===== config.mk =====
export PLATFORM = sky130hd
export DESIGN_NAME = cnfp_scan
export DESIGN_NICKNAME = d
export VERILOG_FILES = /design/src/rtl/core/cnfp_pkg.sv /design/src/rtl/core/cnfp_scan.sv
export SDC_FILE = /design/constraint.sdc
export NUM_CORES = 1
export LEC_CHECK = 0
export ABC_AREA = 1
export BUFFER_PORTS_ARGS = -buffer_cell sky130_fd_sc_hd__buf_2
export CAP_MARGIN = 5
export CORE_UTILIZATION = 55
export CTS_BUF_LIST = sky130_fd_sc_hd__clkbuf_4 sky130_fd_sc_hd__clkbuf_8 sky130_fd_sc_hd__clkbuf_16
export DETAILED_ROUTE_END_ITERATION = 10
export GPL_TIMING_DRIVEN = 0
export PLACE_DENSITY_LB_ADDON = 0.05
export SYNTH_ARGS = -nofsm -noshare
export SYNTH_HDL_FRONTEND = slang
export SYNTH_SLANG_ARGS = --single-unit

===== constraint.sdc =====
create_clock -name clock -period 10.8 [get_ports clock]
set_clock_uncertainty 0.1 [all_clocks]
set_input_delay 0.54 -clock clock [delete_from_list [all_inputs] [get_ports clock]]
set_output_delay 0.54 -clock clock [all_outputs]
set_load 0.03 [all_outputs]

===== src/rtl/core/cnfp_pkg.sv =====
// ----------------------------------------------------------------------------
// cnfp_pkg
// Shared constants, types and helpers for the common-neighbour friend picker.
// ----------------------------------------------------------------------------
package cnfp_pkg;

   localparam int MAX_USERS  = 64;
   localparam int MAX_GRAPHS = 4;

   // field widths fixed by the interface
   localparam int MASK_W   = 64;
   localparam int STATUS_W = 2;
   localparam int ID_W     = 6;
   localparam int GIDX_W   = 2;

   localparam int USER_W     = (MAX_USERS > 1) ? $clog2(MAX_USERS) : 1;
   localparam int GRAPH_W    = (MAX_GRAPHS > 1) ? $clog2(MAX_GRAPHS) : 1;
   localparam int ROWS       = MAX_GRAPHS * MAX_USERS;
   localparam int ROW_ADDR_W = (ROWS > 1) ? $clog2(ROWS) : 1;
   localparam int CNT_W      = $clog2(MASK_W + 1);

   localparam logic [MASK_W-1:0] USER_MASK = {MASK_W{1'b1}} >> (MASK_W - MAX_USERS);

   typedef enum logic [STATUS_W-1:0] {
      ST_WRITE_DONE = 2'd0,
      ST_FOUND      = 2'd1,
      ST_NOT_FOUND  = 2'd2,
      ST_NONE       = 2'd3
   } status_type;

   typedef enum logic [2:0] {
      S_IDLE,
      S_ROW,
      S_SCAN,
      S_DRAIN,
      S_DONE
   } state_type;

   // control from the sequencer to the candidate scan unit
   typedef struct packed {
      logic              clear;
      logic              eval;
      logic [USER_W-1:0] id;
   } scan_ctrl_type;

   typedef struct packed {
      logic              have;
      logic [USER_W-1:0] best_id;
   } scan_result_type;

   function automatic logic [CNT_W-1:0] pop_count(input logic [MASK_W-1:0] v);
      logic [CNT_W-1:0] n;
      n = '0;
      for (int i = 0; i < MASK_W; i++) begin
         n = n + CNT_W'(v[i]);
      end
      return n;
   endfunction

   function automatic logic [ROW_ADDR_W-1:0] row_addr(input logic [GRAPH_W-1:0] graph,
                                                     input logic [USER_W-1:0] user);
      return ROW_ADDR_W'(graph) * ROW_ADDR_W'(MAX_USERS) + ROW_ADDR_W'(user);
   endfunction

endpackage


===== src/rtl/core/cnfp_scan.sv =====
// ----------------------------------------------------------------------------
// cnfp_scan
// Candidate scorer: shared-neighbour count and degree, keeps the best so far.
// ----------------------------------------------------------------------------
module cnfp_scan (
   input  logic                            clock,
   input  logic                            reset,
   input  cnfp_pkg::scan_ctrl_type         ctrl,
   input  logic [cnfp_pkg::MASK_W-1:0]     user_row,
   input  logic [cnfp_pkg::MASK_W-1:0]     cand_row,
   output cnfp_pkg::scan_result_type       result
);
   import cnfp_pkg::*;

   logic [CNT_W-1:0]  share;
   logic [CNT_W-1:0]  degree;
   logic [CNT_W-1:0]  best_share_ff, best_share_in;
   logic [CNT_W-1:0]  best_deg_ff, best_deg_in;
   logic [USER_W-1:0] best_id_ff, best_id_in;
   logic              have_ff, have_in;

   assign share  = pop_count(cand_row & user_row);
   assign degree = pop_count(cand_row);

   always_comb begin
      best_share_in = best_share_ff;
      best_deg_in   = best_deg_ff;
      best_id_in    = best_id_ff;
      have_in       = have_ff;
      if (ctrl.clear) begin
         best_share_in = '0;
         best_deg_in   = '0;
         best_id_in    = '0;
         have_in       = 1'b0;
      end else if (ctrl.eval) begin
         if (share > best_share_ff) begin
            best_share_in = share;
            best_id_in    = ctrl.id;
            have_in       = 1'b1;
         end else if (share == '0 && best_share_ff == '0) begin
            // nobody shares anything yet: fall back to the highest degree
            if (!have_ff || degree > best_deg_ff) begin
               best_deg_in = degree;
               best_id_in  = ctrl.id;
               have_in     = 1'b1;
            end
         end
      end
   end

   always_ff @(posedge clock) begin
      if (reset) begin
         have_ff <= 1'b0;
      end else begin
         have_ff <= have_in;
      end
      best_share_ff <= best_share_in;
      best_deg_ff   <= best_deg_in;
      best_id_ff    <= best_id_in;
   end

   assign result.have    = have_ff;
   assign result.best_id = best_id_ff;

endmodule

==> flow_metrics.env, run 1 <==
export IMPL_finalCritPeriodShare_pct=69.7
export IMPL_die_h_um=97.9
export IMPL_final_util_pct=67.7
export IMPL_ys_seq_elements=21
export IMPL_drc=8
export IMPL_critPathArrivalTime_ps=7570
export IMPL_first_pass_iters=7
export IMPL_cpLargestDelayFamily="adder cells"
export IMPL_critPathCaptureType="flop"
export IMPL_min_period_ps=7520
export IMPL_pre_cts_slack_ps=2980
export IMPL_fp_dieW_um=97.9
export IMPL_io_buffers=144
export IMPL_clk_latency_ps=260
export IMPL_worst_path_max_delay_cell="fa_1"
export IMPL_ant_nets=0
export IMPL_critical_path_class="in2reg"
export IMPL_regToRegSetupSlack_ps=8740
export IMPL_crit_top_cell="fa_1"
export IMPL_netlist_instances=629
export IMPL_synth_xor_area_share_pct=0.693
export IMPL_worst_pin_slew_ps=502
export IMPL_hold_violations=0
export IMPL_start_util_pct=57.4
export IMPL_setup_viol=0
export IMPL_cts_made_buffers=3
export IMPL_met3WireLength_um=364
export IMPL_violations="design-rule violations"
export IMPL_num_fill_cells=773
export IMPL_antenna_cells=0
export IMPL_hold_depth=2
export IMPL_synth_compound_area_share_pct=3.86
export IMPL_clk_pin_slew_ps=70
export IMPL_fin_nets=1068
export IMPL_highest_layer="met4"
export IMPL_r2r_end="best_id_ff[1]"
export IMPL_register_area_um2=420
export IMPL_yosys_area_share_simple_pct=16.3
export IMPL_rows=34
export IMPL_final_cell_mix="inv_1 (212), buf_2 (144), nand2_1 (121)"
export IMPL_fmax_mhz=133
export IMPL_grt_first_pass_wirelength_um=18300
export IMPL_clock_sinks=21
export IMPL_first_iter_violations=100
export IMPL_max_stage_delay_ps=550
export IMPL_finalMaxSlewViolations=0
export IMPL_synth_cell_types=25
export IMPL_synthAdderAreaFrac_pct=53.7
export IMPL_vias=4129
export IMPL_gp_congestion=0.810
export IMPL_via_per_inst=4.67
export IMPL_gr_total_overflow=0
export IMPL_grt_pass1_vias=4506
export IMPL_synth_area_mux_share_pct=0
export IMPL_worst_slack_ps=3280
export IMPL_antenna_found_initial=0
export IMPL_die_area_um2=9580
export IMPL_min_from="ctrl[7]"
export IMPL_grt_max_degree=12
export IMPL_setup_tns_ps=0
export IMPL_hpwl_um=9450
export IMPL_track_usage_pct=23.3
export IMPL_areaGrowthSynthToFinish_pct=17.9
export IMPL_worst_path_max_fanout=10
export IMPL_min_delay_worst_endpoint="best_share_ff[0]"
export IMPL_reg2reg_depth=12
export IMPL_wl_met1_um=4450
export IMPL_rsz0062_at_grt="no"
export IMPL_hold_buffers=0
export IMPL_multi_input_area_um2=3770
export IMPL_cts_resized=0
export IMPL_status="complete, but fails checks"
export IMPL_drive_above_1_share_pct=21.6
export IMPL_hold_path_class="in2reg"
export IMPL_maxCapViolCount=0
export IMPL_startpoint_type="primary input"
export IMPL_syn_nets=919
export IMPL_final_common_cell="inv_1"
export IMPL_io_pin_count=145
export IMPL_cts_tree="done"
export IMPL_wl_met2_um=5080
export IMPL_synth_seq_area_share_pct=8.32
export IMPL_htree_levels=1
export IMPL_syn_cell_area_um2=5050
export IMPL_cts_buffer_depth=2
export IMPL_crit_buf_inv=6
export IMPL_dp_cells=881
export IMPL_routed_wl_um=9990
export IMPL_synth_top_family_by_area="adder cells"
export IMPL_relSlewSlack_pct=66.4
export IMPL_cp_data_required_time_ps=10850
export IMPL_avgRoutedWirePerCell_um=11.3
export IMPL_post_cts_buffers=0
export IMPL_finalNonFillerCells=885
export IMPL_syn_avg_cell_area_um2=8.04
export IMPL_core_area_um2=8810
export IMPL_synth_warnings=0
export IMPL_cts_root_buf="clkbuf_8"
export IMPL_timing_rr_start="best_share_ff[2]"
-- cells in the mapped netlist --
| master | number | share of area [%] |
|---|---|---|
| nand2_2 | 7 | 0.87 |
| clkinv_1 | 1 | 0.074 |
| nand3b_1 | 2 | 0.30 |
| dfxtp_1 | 21 | 8.3 |
| nor2_1 | 38 | 2.8 |
| fa_1 | 108 | 43 |
| a21o_1 | 3 | 0.45 |
| ha_1 | 44 | 11 |
| buf_6 | 4 | 0.89 |
| o211ai_1 | 1 | 0.15 |
| nand3_2 | 3 | 0.59 |
| a31oi_1 | 2 | 0.25 |
| xor2_1 | 4 | 0.69 |
| nor2_2 | 1 | 0.12 |
| nand3_1 | 14 | 1.4 |
| o21bai_1 | 1 | 0.15 |
| buf_4 | 2 | 0.30 |
| inv_2 | 2 | 0.15 |
| nand4_1 | 7 | 0.87 |
| nand4_2 | 1 | 0.25 |
| o21ai_0 | 8 | 0.79 |
| a21oi_1 | 21 | 2.1 |
| inv_1 | 212 | 16 |
| nand2_1 | 121 | 9.0 |
| nor4_1 | 1 | 0.12 |
-- cell type report --
type	count	area share, %
buffer	6	1.01
sequential	21	7.05
inverter	215	13.5
multi-input combinational	387	63.2
tap	108	2.27
clock buffer	4	0.819
timing repair buffer	144	12.1
-- metrics by stage --
stage | instance area (um^2) | hold WS, ps
detailed placement | 5910 | 394
floorplan | 5050 | 363
global route | 5960 | 369
global placement | 5910 | 386
finish | 5960 | 374
CTS | 5960 | 371
-- flip-flops by register name, indices dropped and copies added (netlist names) --
register	flops
best_share_ff	7
have_ff	1
best_id_ff	6
best_deg_ff	7
-- how the worst max path moves through the flow --
stage | start | end | slack [ps] | depth (start not counted)
after CTS | cand_row[45] | best_id_ff[1] | 3230 | 28
after global routing | cand_row[15] | best_share_ff[2] | 2870 | 28
final | cand_row[45] | best_id_ff[1] | 3280 | 28
after floorplan | user_row[27] | best_share_ff[6] | 3660 | 29
after detailed placement | cand_row[45] | best_id_ff[1] | 2980 | 28
after global placement | cand_row[45] | best_share_ff[6] | 3070 | 28
-- logic make-up (layout without fill, tap and decap cells) --
kind of cell / after synthesis / count (layout)
buf+inv: 221 / 369
compound gates: 36 / 36
simple gates: 195 / 195
flops: 21 / 21
xor+xnor: 4 / 4
fa+ha+maj: 152 / 152
-- metal layers --
metal,up-vias,track usage [%]
met5,-,0
met4,0,3.15
met3,10,1.50
met2,108,44.3
met1,1926,29.8
li1,2085,-
Power of run 1 is left out: the tool's default activity adds up to more than one toggle a clock period on the data nets, which glitch-free logic cannot reach.
==> inputs of run 2 (changes only) <==
Clock period 10.8 ns to 7.5 ns, I/O delays scaled along.
==> flow_metrics.env, run 2 (synthesis gave the netlist of run 1 again) <==
export IMPL_fin_nets=1069
export IMPL_gr_total_overflow=0
export IMPL_drc=8
export IMPL_fmax_mhz=140
export IMPL_final_area_um2=6020
export IMPL_ant_nets=0
export IMPL_first_pass_iters=7
export IMPL_rsz0062_at_grt="no"
export IMPL_final_common_cell="inv_1"
export IMPL_num_fill_cells=771
export IMPL_io_buffers=144
export IMPL_setup_viol=0
export IMPL_worst_path_max_fanout=10
export IMPL_crit_top_cell="fa_1"
export IMPL_first_iter_violations=131
export IMPL_min_period_ps=7150
export IMPL_worst_path_max_delay_cell="fa_1"
export IMPL_die_area_um2=9580
export IMPL_antenna_cells=0
export IMPL_finalCritPeriodShare_pct=95.3
export IMPL_cts_made_buffers=3
export IMPL_dp_cells=881
export IMPL_violations="design-rule violations"
export IMPL_hold_violations=0
export IMPL_register_area_um2=420
export IMPL_startpoint_type="primary input"
export IMPL_max_stage_delay_ps=610
export IMPL_io_pin_count=145
export IMPL_core_area_um2=8810
export IMPL_clock_sinks=21
export IMPL_placed_area_um2=5910
export IMPL_final_cell_mix="inv_1 (211), buf_2 (144), nand2_1 (120)"
export IMPL_rows=34
export IMPL_cts_tree="done"
export IMPL_multi_input_area_um2=3820
export IMPL_status="complete, but fails checks"
export IMPL_track_usage_pct=23.3
export IMPL_start_util_pct=57.4
export IMPL_maxCapViolCount=0
export IMPL_cp_data_required_time_ps=7550
export IMPL_critPathCaptureType="flop"
export IMPL_grt_max_degree=12
export IMPL_hold_buffers=0
export IMPL_antenna_found_initial=0
export IMPL_via_per_inst=4.67
export IMPL_htree_levels=1
export IMPL_routed_wl_um=10200
export IMPL_critical_path_class="in2reg"
export IMPL_drive_above_1_share_pct=22.9
export IMPL_avgRoutedWirePerCell_um=11.5
export IMPL_grt_first_pass_wirelength_um=18300
export IMPL_gp_congestion=0.810
export IMPL_cts_buffer_depth=2
export IMPL_reg_largest_list="best_deg_ff x7, best_share_ff x7, best_id_ff x6"
export IMPL_grt_pass1_vias=4506
export IMPL_relSlewSlack_pct=80.6
export IMPL_setup_tns_ps=0
export IMPL_cts_root_buf="clkbuf_8"
export IMPL_hold_path_class="in2reg"
export IMPL_clk_pin_slew_ps=70
export IMPL_critPathArrivalTime_ps=7200
export IMPL_clk_latency_ps=260
export IMPL_worst_pin_slew_ps=289
export IMPL_finalNonFillerCells=886
export IMPL_areaGrowthSynthToFinish_pct=19.0
export IMPL_finalMaxSlewViolations=0
export IMPL_die_h_um=97.9
export IMPL_fp_dieW_um=97.9
export IMPL_hpwl_um=9450
export IMPL_vias=4139
[run 2: cell count changes in the layout (fill, tap and decap cells not counted), sizes merged]
cell and delta:
buf +1
[run 2: area by class of cell]
cell class | count | share of cell area [%]
sequential | 21 | 6.99
inverter | 215 | 13.4
tap | 108 | 2.25
clock buffer | 4 | 0.811
timing repair buffer | 145 | 12.1
multi-input combinational | 387 | 63.4
buffer | 6 | 0.998
[run 2: worst max-delay path, delay by kind of cell]
kind / cells / cell delay (ps)
AOI/OAI and AO/OA: 2 / 270
adders and majority gates: 11 / 5090
buffers and inverters: 7 / 660
and+or+nand+nor: 10 / 800
[run 2: through the flow]
stage / util [%] / hold WS (ps) / setup slack (ps)
4_1_cts: 67.7 / 206 / 97.5
3_5_place_dp: 67.1 / 394 / -156
2_1_floorplan: - / 344 / 528
5_1_grt: 68.3 / 204 / 10.9
3_3_place_gp: 67.1 / 386 / -69.9
6_report: 68.3 / 210 / 349
[run 2: per-layer routing]
layer	vias up	GRT usage, %	wire (um)
li1	2084	-	-
met1	1938	29.8	4480
met2	107	44.3	5180
met3	10	1.50	392
met4	0	3.15	96
met5	-	0	0
[run 2: final timing paths]
check	start	endpoint	slack, ps	depth (start not counted)
min	ctrl[7]	best_share_ff[0]	210	2
min reg2reg	best_share_ff[3]	best_share_ff[3]	410	2
max	cand_row[45]	best_id_ff[1]	350	30
max reg2reg	best_share_ff[2]	best_share_ff[1]	5520	12
[run 2: timing repair]
item / 4_1_cts / 5_1_grt
buffers inserted: 0 / 1
gates resized for setup: 0 / 14
endpoints found under the setup margin: 0 / 21
Power of run 2 is left out for the same reason.
==> inputs of run 3 (changes only) <==
Settings changed: CORE_ASPECT_RATIO set to 1.4.
==> flow_metrics.env, run 3 (synthesis gave the netlist of run 1 again) <==
export IMPL_cts_made_buffers=3
export IMPL_max_stage_delay_ps=550
export IMPL_relSlewSlack_pct=73.0
export IMPL_vias=4189
export IMPL_rows=41
export IMPL_highest_layer="met4"
export IMPL_status="completed"
export IMPL_grt_max_degree=12
export IMPL_fmax_mhz=139
export IMPL_antenna_found_initial=0
export IMPL_first_iter_violations=98
export IMPL_wl_met2_um=6030
export IMPL_clk_pin_slew_ps=60
export IMPL_die_h_um=115
export IMPL_worst_pin_slew_ps=403
export IMPL_antenna_cells=0
export IMPL_finalCritPeriodShare_pct=95.6
export IMPL_wl_met1_um=3860
export IMPL_setup_viol=0
export IMPL_maxCapViolCount=0
export IMPL_routed_wl_um=10700
export IMPL_drc=0
export IMPL_reg_largest_list="best_deg_ff x7, best_share_ff x7, best_id_ff x6"
export IMPL_reg2reg_depth=12
export IMPL_io_buffers=144
export IMPL_crit_top_cell="fa_1"
export IMPL_gp_congestion=0.841
export IMPL_clk_latency_ps=250
export IMPL_dp_cells=880
export IMPL_hold_violations=0
export IMPL_rsz0062_at_grt="no"
export IMPL_areaGrowthSynthToFinish_pct=19.1
export IMPL_hold_path_class="in2reg"
export IMPL_met3WireLength_um=525
export IMPL_finalNonFillerCells=885
export IMPL_worst_path_max_delay_cell="fa_1"
export IMPL_drive_above_1_share_pct=22.5
export IMPL_grt_pass1_vias=4450
export IMPL_fin_nets=1069
export IMPL_fp_dieW_um=83.0
export IMPL_track_usage_pct=23.7
export IMPL_htree_levels=1
export IMPL_grt_first_pass_wirelength_um=18200
export IMPL_hold_buffers=0
export IMPL_final_util_pct=67.1
export IMPL_critPathArrivalTime_ps=7220
export IMPL_placed_area_um2=5910
export IMPL_final_cell_mix="inv_1 (211), buf_2 (144), nand2_1 (120)"
export IMPL_hpwl_um=10100
export IMPL_core_area_um2=8980
export IMPL_cts_buffer_depth=2
export IMPL_hold_depth=2
export IMPL_min_period_ps=7170
export IMPL_start_util_pct=56.3
export IMPL_io_pin_count=145
export IMPL_ant_nets=0
export IMPL_worst_path_max_fanout=10
export IMPL_cp_data_required_time_ps=7550
export IMPL_first_pass_iters=4
export IMPL_clock_sinks=21
export IMPL_finalMaxSlewViolations=0
export IMPL_startpoint_type="primary input"
export IMPL_via_per_inst=4.73
export IMPL_critPathCaptureType="flop"
export IMPL_die_area_um2=9580
export IMPL_cts_tree="done"
export IMPL_setup_tns_ps=0
export IMPL_final_common_cell="inv_1"
export IMPL_avgRoutedWirePerCell_um=12.1
export IMPL_critical_path_class="in2reg"
export IMPL_gr_total_overflow=0
export IMPL_cts_root_buf="clkbuf_16"
export IMPL_final_area_um2=6020
==> run 3: final timing paths <==
kind / startpoint / endpoint / slack [ps]
max reg2reg: best_share_ff[2] / best_id_ff[2] / 5510
max: cand_row[45] / best_id_ff[2] / 330
min reg2reg: best_share_ff[3] / best_share_ff[3] / 400
min: ctrl[7] / best_share_ff[0] / 210
==> run 3: routing by layer <==
layer | global-route usage, % | vias to the layer above
met5 | 0 | -
met4 | 8.05 | 0
met3 | 3.42 | 18
met2 | 48.6 | 138
met1 | 24.2 | 1947
li1 | - | 2086
==> run 3: what timing repair did <==
item,in CTS,in global routing
endpoints found under the setup margin,0,21
resized for setup,0,10
buffers inserted,0,1
==> run 3: worst max-delay path: cells and delay by family <==
family | cells | cell delay (ps)
adder cells (fa/ha/maj) | 10 | 4940
AND/OR/NAND/NOR | 10 | 840
buffers and inverters | 9 | 780
AO/OA/AOI/OAI | 2 | 280
==> run 3: metrics by stage <==
| step | hold WS (ps) | setup slack [ps] |
|---|---|---|
| 6_report | 211 | 331 |
| 4_1_cts | 213 | 93.2 |
| 2_1_floorplan | 344 | 528 |
| 3_5_place_dp | 388 | -146 |
| 5_1_grt | 226 | 1.85 |
| 3_3_place_gp | 388 | -32.4 |
==> run 3: layout make-up <==
cell class | count | area [um^2]
inverters | 215 | 807
repair buffers | 145 | 728
plain buffers | 6 | 60.1
flip-flops and latches | 21 | 420
clock buffers | 4 | 82.6
multi-input cells | 387 | 3790
fillers | 810 | 2960
well taps | 107 | 134
Power of run 3 is left out for the same reason.
